--- config.mk ---
export PLATFORM = sky130hd
export DESIGN_NAME = kwmq_cell
export DESIGN_NICKNAME = d
export VERILOG_FILES = /design/src/rtl/core/kwmq_pkg.sv /design/src/rtl/core/kwmq_cell.sv
export SDC_FILE = /design/constraint.sdc
export NUM_CORES = 1
export LEC_CHECK = 0
export ABC_AREA = 1
export BUFFER_PORTS_ARGS = -buffer_cell sky130_fd_sc_hd__buf_2
export CORE_MARGIN = 4
export CORE_UTILIZATION = 26
export CTS_CLUSTER_SIZE = 28
export DETAILED_ROUTE_END_ITERATION = 10
export PLACE_DENSITY_LB_ADDON = 0.12
export SETUP_SLACK_MARGIN = 0.3
export SYNTH_ARGS = -nofsm -noshare
export SYNTH_HDL_FRONTEND = slang
export SYNTH_SLANG_ARGS = --single-unit
--- constraint.sdc ---
create_clock -name clock -period 11.55 [get_ports clock]
set_input_delay 1.155 -clock clock [delete_from_list [all_inputs] [get_ports clock]]
set_output_delay 1.155 -clock clock [all_outputs]
set_load 0.01 [all_outputs]
--- src/rtl/core/kwmq_pkg.sv ---
// Package for the k-way merge sorted queue: command and status codes,
// the per-cycle chain operation and the shared field widths.
// Used by kwmq_cell and kway_merge_sorted_queue; depends on nothing.
package kwmq_pkg;

   // Fixed field widths.
   localparam int VALUE_BITS  = 32;
   localparam int LIST_BITS   = 5;
   localparam int CMD_BITS    = 2;
   localparam int STATUS_BITS = 2;

   // Parameter defaults for the top level.
   localparam int QUEUE_DEPTH_DEFAULT = 32;
   localparam int INDEX_BITS_DEFAULT  = 16;

   // Command codes on req_cmd.
   localparam logic [CMD_BITS-1:0] CMD_INSERT = 2'd0;
   localparam logic [CMD_BITS-1:0] CMD_POP    = 2'd1;
   localparam logic [CMD_BITS-1:0] CMD_DUMP   = 2'd2;

   // Result status codes.
   typedef enum logic [STATUS_BITS-1:0] {
      ST_OK    = 2'd0,
      ST_EMPTY = 2'd1,
      ST_FULL  = 2'd2
   } status_type;

   // Operation that every cell of the chain performs.
   typedef enum logic [1:0] {
      OP_HOLD,
      OP_INSERT,
      OP_POP,
      OP_ROTATE
   } op_type;

   // Control broadcast from the sequencer to all cells.
   typedef struct packed {
      op_type                 op;
      logic [VALUE_BITS-1:0]  new_value;
      logic [LIST_BITS-1:0]   new_list;
   } chain_ctrl_type;

endpackage

--- src/rtl/core/kwmq_cell.sv ---
// One cell of the sorted chain: holds a single entry and its valid bit.
// Depends on kwmq_pkg for the operation code and control struct.
module kwmq_cell #(
   parameter int INDEX_BITS = kwmq_pkg::INDEX_BITS_DEFAULT
) (
   input  logic                                  clock,
   input  logic                                  reset,
   input  kwmq_pkg::chain_ctrl_type              ctrl,
   input  logic [INDEX_BITS-1:0]                 new_index,
   // Neighbor toward the head (smaller keys).
   input  logic                                  prev_valid,
   input  logic                                  prev_gt,
   input  logic [kwmq_pkg::VALUE_BITS-1:0]       prev_value,
   input  logic [kwmq_pkg::LIST_BITS-1:0]        prev_list,
   input  logic [INDEX_BITS-1:0]                 prev_index,
   // Neighbor toward the tail (larger keys).
   input  logic                                  next_valid,
   input  logic [kwmq_pkg::VALUE_BITS-1:0]       next_value,
   input  logic [kwmq_pkg::LIST_BITS-1:0]        next_list,
   input  logic [INDEX_BITS-1:0]                 next_index,
   // Head of the chain, fed back to the tail during a rotation.
   input  logic [kwmq_pkg::VALUE_BITS-1:0]       head_value,
   input  logic [kwmq_pkg::LIST_BITS-1:0]        head_list,
   input  logic [INDEX_BITS-1:0]                 head_index,
   output logic                                  valid,
   output logic                                  gt,
   output logic [kwmq_pkg::VALUE_BITS-1:0]       value,
   output logic [kwmq_pkg::LIST_BITS-1:0]        list,
   output logic [INDEX_BITS-1:0]                 index
);

   logic                                valid_ff, valid_in;
   logic [kwmq_pkg::VALUE_BITS-1:0]     value_ff, value_in;
   logic [kwmq_pkg::LIST_BITS-1:0]      list_ff, list_in;
   logic [INDEX_BITS-1:0]               index_ff, index_in;
   logic                                take_new;
   logic                                take_prev;

   // The stored key is strictly greater than the key being inserted.
   assign gt = valid_ff && ($signed(value_ff) > $signed(ctrl.new_value));

   // The new entry lands in the first cell whose key is greater, or in the
   // first empty cell; every greater entry moves one cell toward the tail.
   assign take_new  = prev_valid && !prev_gt && (!valid_ff || gt);
   assign take_prev = prev_gt;

   // Next-state selection for the held entry.
   always_comb begin
      valid_in = valid_ff;
      value_in = value_ff;
      list_in  = list_ff;
      index_in = index_ff;
      unique case (ctrl.op)
         kwmq_pkg::OP_INSERT: begin
            if (take_prev) begin
               valid_in = 1'b1;
               value_in = prev_value;
               list_in  = prev_list;
               index_in = prev_index;
            end else if (take_new) begin
               valid_in = 1'b1;
               value_in = ctrl.new_value;
               list_in  = ctrl.new_list;
               index_in = new_index;
            end
         end
         kwmq_pkg::OP_POP: begin
            valid_in = next_valid;
            value_in = next_value;
            list_in  = next_list;
            index_in = next_index;
         end
         kwmq_pkg::OP_ROTATE: begin
            if (next_valid) begin
               value_in = next_value;
               list_in  = next_list;
               index_in = next_index;
            end else if (valid_ff) begin
               value_in = head_value;
               list_in  = head_list;
               index_in = head_index;
            end
         end
         default: begin
            valid_in = valid_ff;
         end
      endcase
   end

   // Valid bit is cleared by reset; the payload needs no reset.
   always_ff @(posedge clock) begin
      if (reset) begin
         valid_ff <= 1'b0;
      end else begin
         valid_ff <= valid_in;
      end
      value_ff <= value_in;
      list_ff  <= list_in;
      index_ff <= index_in;
   end

   assign valid = valid_ff;
   assign value = value_ff;
   assign list  = list_ff;
   assign index = index_ff;

endmodule

# Word-level counts from Yosys, hierarchy flattened
# Index checks and enable logic that the tools add are counted.
[totals] word_cells=38 inputBits=219 reg_bits=54 out_inout_bits=55
[op_classes] order_cmp=1 reduce_logical=10 mux=18 n_eq_ne=5
[ops] cell="$mux 32" n=4
[ops] cell="$pmux 32 s3" n=1
[ops] cell="$mux 16" n=4
[ops] cell="$pmux 16 s3" n=1
[ops] cell="$gt 32x32->1" n=1
[ops] cell="$mux 5" n=4
[ops] cell="$pmux 5 s3" n=1
[ops] cell="$ne 3x3->1 const B" n=2
[ops] cell="$eq 2x2->1 const B" n=2
[ops] cell="$logic_and 1x1->1" n=3
[ops] cell="$reduce_and 3->1" n=1
[ops] cell="$reduce_bool 3->1" n=1
[ops] cell="$eq 2x1->1 const B" n=1
[ops] cell="$logic_not 1->1" n=2
[ops] cell="$mux 1" n=2
[ops] cell="$pmux 1 s2" n=1
[ops] cell="$reduce_and 2->1" n=1
[ops] cell="$reduce_bool 2->1" n=1
[ops] cell="$logic_or 1x1->1" n=1

# Depth between registers and ports, before layout
# Gate-level depths: netlist of the first run.
[logic_depth] ltp_word=7 ltp_mapped=21 depth_no_buf=21

# Worst setup path before layout of the first run
# No wires, ideal clock.
[synth_path] path_type="input-to-reg" start="input ctrl[36] in the netlist's numbering" end="register index_ff[0], in the netlist index[0], enable pin" setup_slack_ns=6.078 arrival_ns=4.991 stages=14 t_required_ns=11.069 path_buffers=0 setup_ns=0.481 cell_sequence="inv_1 -> ha_1 -> nand2_2 -> nor2_2 -> nand2_2 -> nor3b_2 -> nand2_1 -> nand3_1 -> nand3_2 -> nand2_1 -> nand2_1 -> nand2_2 -> nand2_1 -> a21oi_1"
[synth_between] elab_chain_cells=6
[synth_lines] element="start, declared" line_no="kwmq_cell.sv:8" source="input kwmq_pkg::chain_ctrl_type ctrl,"
[synth_lines] element="$gt 32x32->1" line_no="kwmq_cell.sv:40" source="assign gt = valid_ff && ($signed(value_ff) > $signed(ctrl.new_value));"
[synth_lines] element="$logic_and 1x1->1" line_no="kwmq_cell.sv:40"
[synth_lines] element="$logic_or 1x1->1" line_no="kwmq_cell.sv:44" source="assign take_new = prev_valid && !prev_gt && (!valid_ff || gt);"
[synth_lines] element="$logic_and 1x1->1" line_no="kwmq_cell.sv:44"
[synth_lines] element="$ne 3x3->1 (no source line)"
[synth_lines] element="$reduce_and 3->1 (no source line)"
[synth_lines] element="end signal, assigned" line_no="kwmq_cell.sv:99" source="index_ff <= index_in;"
[synth_lines] element="end, declared" line_no="kwmq_cell.sv:35" source="logic [INDEX_BITS-1:0] index_ff, index_in;"
# No other way between the ends.
# A chain may end at the register's enable or synchronous reset.

# Worst setup path in the final report of the first run
[layout_path] start="input ctrl[36] in the netlist's numbering" end="output gt"
[layout_between] elab_chain_cells=2
[layout_lines] element="$gt 32x32->1" line_no="kwmq_cell.sv:40"
[layout_lines] element="$logic_and 1x1->1" line_no="kwmq_cell.sv:40"
[layout_lines] element="end, declared" line_no="kwmq_cell.sv:26" source="output logic gt,"
# No other way between the ends.

==> impl_metrics.yaml, run 1 <==
sta:
  rsz0062_at_grt: "no"
  finalSetupViolCount: 0
  fin_setup_tns_ns: 0
  skew_ns: 0.009973
  fmax_mhz: 251.2
  finalCriticalPeriod_ns: 3.980
  relSlewSlack_pct: 28.29
  worst_pin_slew_ns: 1.076
  maxSlewViolCount: 0
  period_share_pct: 34.46
  hold_viol: 0
detailed_routing:
  wl_um: 17250
  drt_first_iter_violations: 258
  drt_pass1_iterations: 5
  drcViolationCount: 0
  wl_per_cell_um: 16.46
  ant_nets: 0
  vias_per_cell: 4.881
  vias: 5115
clock_tree:
  cts_buffer_depth: 2
  cts_buffers: 5
  clk-insertion-delay-late_ns: 0.30
  hold_buffers: 0
  cts_root_buffer: "clkbuf_16"
  cts_setup_buffers: 0
  cts.reportedPaths.clkPinSlew_ns: 0.07
  cts_tree: "built"
  cts_resized: 0
  clock_sinks: 54
  htree_levels: 2
logic_synthesis:
  syn_area_um2: 4382
  syn-mean-instance-area_um2: 7.555
  synth_cell_types: 25
  yosys.cell_count.top_type: "nor2_1"
  synth-edff-count: 53
  ys_warn_count: 0
  synth_cells: 580
  synth_xor_area_share_pct: 0
  ys_dominant_reg_cell: "edfxtp_1"
  synth_mux_area_share_pct: 0
  synth_common_cells: "nor2_1, nand2_1, o21ai_0"
  synth_top_area_share_pct: 36.32
  ys_seq_area_share_pct: 36.78
  synth_compound_area_share_pct: 25.67
  synth_top_family_by_area: "compound AO/OA/AOI/OAI gates"
  synth_fp_nets: 834
  synth_largest_area_cell: "edfxtp_1"
  ys_seq_elements: 54
  yosys.area_share.simple_pct: 19.99
  synthAdderAreaFrac_pct: 9.994
  async_flop_share_pct: 0
  synth_area_leaders: "edfxtp_1, o221ai_1, nor2_1, ha_1, o21ai_0"
grt:
  grt_usage_pct: 17.17
  grt_pass1_wl_um: 25540
  grt_max_degree: 56
  grt_antenna_before_repair: 1
  grt.overflow.total: 0
  first_global_vias: 5059
die:
  die_h_um: 137.8
  row_count: 47
  dieArea_um2: 18990
  start_util_pct: 26.52
  dieWidth_um: 137.8
  ios: 274
  fp.coreArea_um2: 16520
min_path:
  min-delay-start: "valid"
  hold_depth: 2
  hold_class: "flop to flop"
final_layout:
  fin_nets: 1081
  fin_util_pct: 37.12
  fillers: 1752
  layout-drive-gt1-share_pct: 36.84
  syn_to_final_growth_pct: 39.98
  diodes: 0
outcome:
  outcome: "completed"
critical_path:
  end_kind: "output pin"
  path_class: "input pin to output pin"
  cp.buffers_inverters: 3
  cp_slowest_cell: "ha_1"
  cp_num_cells: 12
  rr_worst_depth: 14
  startpoint_type: "input pin"
  max_stage_delay_ns: 0.33
  r2r-start: "value[23]"
  critPathRequiredTime_ns: 10.40
  cp_max_fo: 4
  crit_start: "ctrl[36]"
  cp_data_arrival_time_ns: 2.83
  crit_chain: "buf_2 > inv_1 > ha_1 > nand2_2 > nor2_2 > nand2_2 > nor3b_2 > nand2_1 > nand3_1 > nand3_2 > nor2_1 > buf_2"
  critical-path-top-delay-family: "simple AND/OR/NAND/NOR gates"
job:
  drv_cap: 0
placement:
  gp_congestion: 0.8049
  io_buffers: 273
  place_hpwl_um: 12630
power_and_ir_drop:
  ir_worst_vdd_v: 0.00005844
  p_sw_share_pct: 30.72
  p_per_area_nw_per_um2: 108.6
  p_int_uw: 461.5
  p_leak_uw: 0.002904
  p_clk_share_pct: 29.1
  comb_power_share_pct: 31.8
  pwr-share-seq_pct: 39.1
  power_switching_uw: 204.7
## flip-flops by register name, indices dropped and copies added, names as in the netlist
name and flops:
index 16, valid 1, list 5, value 32
## power by group through the flow
stage	sequential, uW	clock [uW]	combinational (uW)
6_report	261	194	212
5_1_grt	264	207	240
4_1_cts	261	202	215
3_5_place_dp	265	0	215
3_3_place_gp	265	0	213
2_1_floorplan	279	0	98.6
## worst min-delay path, stage by stage (launching register included)
cell and delay [ns]:
dfxtp_1 0.37, a21oi_1 0.06, nor2_1 0.07
## per-stage QoR
step / total power (uW) / hold WS (ns) / worst slack (ns) / instances / area, um^2
finish: 666.1 / 0.5382 / 7.570 / 1048 / 6133
global route: 711.1 / 0.5652 / 7.330 / 1048 / 6133
CTS: 678.6 / 0.5440 / 7.572 / 1048 / 6133
detailed placement: 480.1 / 0.5302 / 7.239 / 1040 / 5944
global placement: 478.0 / 0.5147 / 7.325 / 1040 / 5944
floorplan: 377.6 / 0.5370 / 6.078 / 580 / 4382
## final timing paths
path / end / slack, ns
setup / recovery: gt / 7.57
hold / removal: valid / 0.54
setup reg to reg: value[1] / 8.23
hold reg to reg: valid / 0.54
## layer usage
layer  track usage, %  routed length, um  vias to the layer above  part of all wire (%)
li1                 -                  -                     2537                     -
met1            20.42               6933                     2326                    40
met2            30.61               8411                      225                    49
met3            4.565               1559                       25                   9.0
met4            4.336                333                        2                   1.9
met5                0                 12                        -                 0.070
## cell families after synthesis
group,after synthesis
simple gates,221
compound gates,182
buf+inv,88
fa+ha+maj,35
flops,54
## cells in the final DEF (no fill, tap or decap), types with 3 or more instances in the layout
cell	instances
nand2_2	4
o221ai_1	53
o21ai_0	70
inv_1	44
ha_1	33
buf_4	6
buf_2	273
nor2_1	117
a21oi_1	14
nand3_1	3
o21ai_1	39
clkbuf_16	5
edfxtp_1	53
inv_2	5
nand2_1	90
## area by class of cell
cell class	count	area, um^2	area share [%]
repair buffers	279	1411	23.01
clock buffers	5	125.1	2.040
inverters	49	183.9	2.999
flip-flops and latches	54	1612	26.28
well taps	220	275.3	4.488
multi-input cells	438	2462	40.15
clock inverters	3	63.81	1.040
No activity file was read; power rests on OpenSTA's default activity.
==> run 2: changes to the inputs <==
==> constraint.sdc (replaced) <==
create_clock -name clock -period 3.2 [get_ports clock]
set_input_delay 0.32 -clock clock [delete_from_list [all_inputs] [get_ports clock]]
set_output_delay 0.32 -clock clock [all_outputs]
set_load 0.01 [all_outputs]
==> impl_metrics.yaml, run 2 (same netlist as run 1, synthesis figures left out) <==
detailed_routing:
  vias_per_cell: 4.935
  drt_first_iter_violations: 241
  ant_nets: 0
  drt_pass1_iterations: 5
  wl_um: 17600
  drcViolationCount: 0
  vias: 5197
  wl_per_cell_um: 16.72
grt:
  grt_antenna_before_repair: 0
  grt_max_degree: 55
  grt_usage_pct: 17.75
  met3_usage_pct: 5.478
  use_met1_pct: 21.60
  grt.busiest_layer: "met2"
  grt_pass1_wl_um: 26160
  grt.overflow.total: 0
  use_met2_pct: 29.96
  first_global_vias: 5235
min_path:
  hold_class: "input pin to flop"
die:
  die_h_um: 137.8
  dieWidth_um: 137.8
  dieArea_um2: 18990
  fp.coreArea_um2: 16520
  ios: 274
  start_util_pct: 26.52
  row_count: 47
clock_tree:
  hold_buffers: 0
  cts_tree: "built"
  cts.reportedPaths.clkPinSlew_ns: 0.07
  cts_buffers: 5
  htree_levels: 2
  cts_setup_buffers: 0
  clock_sinks: 54
  clk-insertion-delay-late_ns: 0.31
  cts_buffer_depth: 2
  cts_root_buffer: "clkbuf_16"
sta:
  rsz0062_at_grt: "no"
  finalSetupViolCount: 0
  hold_viol: 0
  maxSlewViolCount: 0
  worst_pin_slew_ns: 0.9292
  skew_ns: 0.007118
  period_share_pct: 82.29
  fmax_mhz: 379.7
  fin_setup_tns_ns: 0
  relSlewSlack_pct: 37.97
  finalCriticalPeriod_ns: 2.633
critical_path:
  crit_chain: "ha_1 > nand2_1 > nor2_1 > nand2_2 > nor3b_2 > nand2_1 > nand3_1 > nand3_2 > nand2_1 > nand2_1 > nand2_2 > nand2_2 > a21oi_4 > buf_6"
  path_class: "flop to flop"
  critical-path-top-delay-family: "simple AND/OR/NAND/NOR gates"
  cp_max_fo: 28
  end_kind: "flop"
  cp_slowest_cell: "edfxtp_1"
  max_stage_delay_ns: 0.41
  critPathRequiredTime_ns: 3.18
  cp.buffers_inverters: 1
  startpoint_type: "flop"
  cp_data_arrival_time_ns: 2.62
  cpMostUsedCell: "nand2_1"
final_layout:
  syn_to_final_growth_pct: 41.98
  largest_reg_flops: 32
  layout.cells.most_common: "buf_2"
  diodes: 0
  fin_nets: 1086
  final_cell_mix: "buf_2, nor2_1, nand2_1, o21ai_0"
  layout-drive-gt1-share_pct: 37.70
placement:
  gp_congestion: 0.8176
  place_hpwl_um: 13430
  io_buffers: 273
outcome:
  outcome: "completed"
power_and_ir_drop:
  ir_worst_vdd_v: 0.0001931
  p_leak_uw: 0.002935
  design_power_total_uw: 2442
  p_per_area_nw_per_um2: 392.5
job:
  drv_cap: 0
-- run 2: cell count changes in the layout (fill, tap and decap cells not counted), sizes merged --
| cell | change |
|---|---|
| buf | +5 |
-- run 2: stage by stage --
step	cells	hold slack [ns]	setup WS [ns]	util, %	area (um^2)
after global routing	1053	0.2696	0.3039	37.65	6221
after floorplan	580	0.4688	0.2435	-	4423
final	1053	0.2588	0.5667	37.65	6221
after detailed placement	1045	0.5518	0.4070	36.46	6025
after global placement	1045	0.5318	0.4802	36.46	6025
after CTS	1053	0.2493	0.4289	37.60	6213
-- run 2: final cells by class --
cell class | count | area, um^2
timing repair buffer | 284 | 1469
sequential | 54 | 1612
fill | 1790 | 10300
clock inverter | 3 | 63.81
clock buffer | 5 | 125.1
multi-input combinational | 438 | 2492
inverter | 49 | 183.9
tap | 220 | 275.3
-- run 2: what timing repair did --
action / 4_1_cts / 5_1_grt
endpoints found under the setup margin: 0 / 53
hold endpoints to repair: 0 / 0
gates resized for setup: 0 / 2
-- run 2: metal layers --
metal  routed length (um)  share of wire [%]
met1                 7182                 41
met2                 8203                 47
met3                 1852                 11
met4                  364                2.1
met5                    0                  0
-- run 2: worst register-to-register path: stages (launching register included) --
cell and delay [ns]:
edfxtp_1 0.41, ha_1 0.32, nand2_1 0.08, nor2_1 0.17
nand2_2 0.09, nor3b_2 0.23, nand2_1 0.10, nand3_1 0.09
nand3_2 0.07, nand2_1 0.07, nand2_1 0.06, nand2_2 0.09
nand2_2 0.08, a21oi_4 0.14, buf_6 0.30
-- run 2: worst paths after layout --
check,startpoint,end,slack (ns),depth (start not counted)
hold / removal,reset,valid,0.26,4
setup / recovery,value[27],value[6],0.57,14
hold reg to reg,valid,valid,0.56,2
setup reg to reg,value[27],value[6],0.57,14
-- run 2: power breakdown --
part	internal (uW)	total (uW)	switching [uW]	leakage, uW
Combinational	332	788	455	0.00231
Sequential	901	943	42.4	0.000531
Clock	446	711	264	0.0000915
Total	1680	2440	762	0.00293
==> run 3: changes to the inputs <==
==> constraint.sdc (replaced) <==
create_clock -name clock -period 2.7 [get_ports clock]
set_input_delay 0.27 -clock clock [delete_from_list [all_inputs] [get_ports clock]]
set_output_delay 0.27 -clock clock [all_outputs]
set_load 0.01 [all_outputs]
==> impl_metrics.yaml, run 3 (same netlist as run 1, synthesis figures left out) <==
grt:
  grt_pass1_wl_um: 26680
  grt_usage_pct: 18.01
  grt_antenna_before_repair: 0
  grt.overflow.total: 0
  first_global_vias: 5199
  grt_max_degree: 55
power_and_ir_drop:
  p_per_area_nw_per_um2: 430.2
  pwr-share-seq_pct: 39.5
  p_leak_uw: 0.003084
  p_clk_share_pct: 21.4
  ir_worst_vdd_v: 0.0001986
  comb_power_share_pct: 39.1
  design_power_total_uw: 2852
  p_int_uw: 1921
  p_sw_share_pct: 32.66
  power_switching_uw: 931.5
final_layout:
  syn_to_final_growth_pct: 51.31
  largest_reg_flops: 32
  fillers: 1777
  diodes: 0
  multi_input_area_um2: 2664
  regArea_um2: 1612
  fin_util_pct: 40.12
  fin_nets: 1108
  layout.cells.most_common: "buf_2"
  layout-drive-gt1-share_pct: 41.15
  final_cell_mix: "buf_2, nor2_1, nand2_1, o21ai_0"
placement:
  io_buffers: 273
  gp_congestion: 0.8300
  place_hpwl_um: 13520
  pre_cts_slack_ns: 0.1242
sta:
  relSlewSlack_pct: 56.65
  maxSlewViolCount: 0
  worst_pin_slew_ns: 0.6503
  period_share_pct: 96.72
  finalSetupViolCount: 0
  setup_ws_ns: 0.08849
  fmax_mhz: 382.9
  hold_viol: 0
  finalCriticalPeriod_ns: 2.612
  rsz0062_at_grt: "yes"
  skew_ns: 0.01073
  fin_setup_tns_ns: 0
critical_path:
  cp_slowest_cell: "edfxtp_1"
  crit_start: "value[23]"
  worstSetupEndpoint: "value[31]"
  reg2reg_to: "value[31]"
  critical-path-top-delay-family: "simple AND/OR/NAND/NOR gates"
  max_stage_delay_ns: 0.44
  rr_worst_depth: 15
  critPathRequiredTime_ns: 2.70
  r2r-start: "value[23]"
  cp_max_fo: 7
  startpoint_type: "flop"
  cp_data_arrival_time_ns: 2.61
  cp.buffers_inverters: 2
  crit_chain: "ha_4 > nand2_4 > nor2_4 > nand4_4 > nor3b_4 > nand2_1 > nand3_2 > nand3_2 > nand2_1 > nand2_1 > nand2_2 > nand2_2 > a21oi_4 > buf_6 > clkbuf_16"
  cp_num_cells: 15
  r2r_slack_ns: 0.09
  end_kind: "flop"
  cpMostUsedCell: "nand2_1"
  path_class: "flop to flop"
detailed_routing:
  ant_nets: 0
  drt_first_iter_violations: 280
  wl_per_cell_um: 17.08
  drt_pass1_iterations: 7
  wl_um: 18330
  drcViolationCount: 0
  vias: 5339
  vias_per_cell: 4.976
outcome:
  outcome: "completed"
clock_tree:
  clk-insertion-delay-late_ns: 0.29
  hold_buffers: 0
  cts_buffer_depth: 2
  cts_root_buffer: "clkbuf_16"
  clock_sinks: 54
  htree_levels: 2
  cts_tree: "built"
  cts.reportedPaths.clkPinSlew_ns: 0.07
  cts_buffers: 5
min_path:
  hold_depth: 4
  hold_class: "input pin to flop"
die:
  ios: 274
  start_util_pct: 26.52
  fp.coreArea_um2: 16520
  row_count: 47
  die_h_um: 137.8
  dieWidth_um: 137.8
  dieArea_um2: 18990
job:
  drv_cap: 0
[run 3: routing by layer]
| metal | vias up | GRT usage (%) | routed length, um |
|---|---|---|---|
| li1 | 2592 | - | - |
| met1 | 2479 | 22.67 | 7629 |
| met2 | 250 | 31.02 | 8775 |
| met3 | 18 | 4.602 | 1677 |
| met4 | 0 | 4.007 | 249 |
| met5 | - | 0 | 0 |
[run 3: area by class of cell]
class	count	area share (%)
clock buffers	5	1.887
well taps	220	4.152
flip-flops and latches	54	24.31
multi-input cells	438	40.18
repair buffers	306	26.65
inverters	49	2.774
clock inverters	1	0.05661
[run 3: how the worst min path moves through the flow]
stage	slack (ns)	from	to
after CTS	0.21	reset	valid
final	0.22	reset	valid
after global routing	0.24	reset	valid
after floorplan	0.42	reset	valid
after detailed placement	0.53	reset	valid
after global placement	0.52	reset	valid
[run 3: what timing repair did]
item	CTS	global route
pin swaps	4	16
endpoints found under the setup margin	54	55
gates cloned	3	3
gates resized for setup	8	21
buffers inserted	11	4
[run 3: through the flow]
step,cell area (um^2),std cells,hold slack (ns)
global route,6630,1073,0.2422
detailed placement,6045,1046,0.5261
global placement,6045,1046,0.5243
finish,6630,1073,0.2162
floorplan,4423,580,0.4188
CTS,6355,1066,0.2108
[run 3: worst register-to-register path: cells and delay by family (launching register included)]
family / cells / cell delay [ns]
AOI/OAI and AO/OA: 1 / 0.19
adders and majority gates: 1 / 0.31
buffers and inverters: 2 / 0.30
DFF: 1 / 0.44
and+or+nand+nor: 11 / 1.08
[run 3: power groups by stage]
stage / clock [uW] / combinational [uW] / sequential (uW)
6_report: 611 / 1110 / 1130
5_1_grt: 672 / 1240 / 1140
4_1_cts: 642 / 1030 / 1120
3_5_place_dp: 0 / 951 / 1140
3_3_place_gp: 0 / 941 / 1130
2_1_floorplan: 0 / 432 / 1190
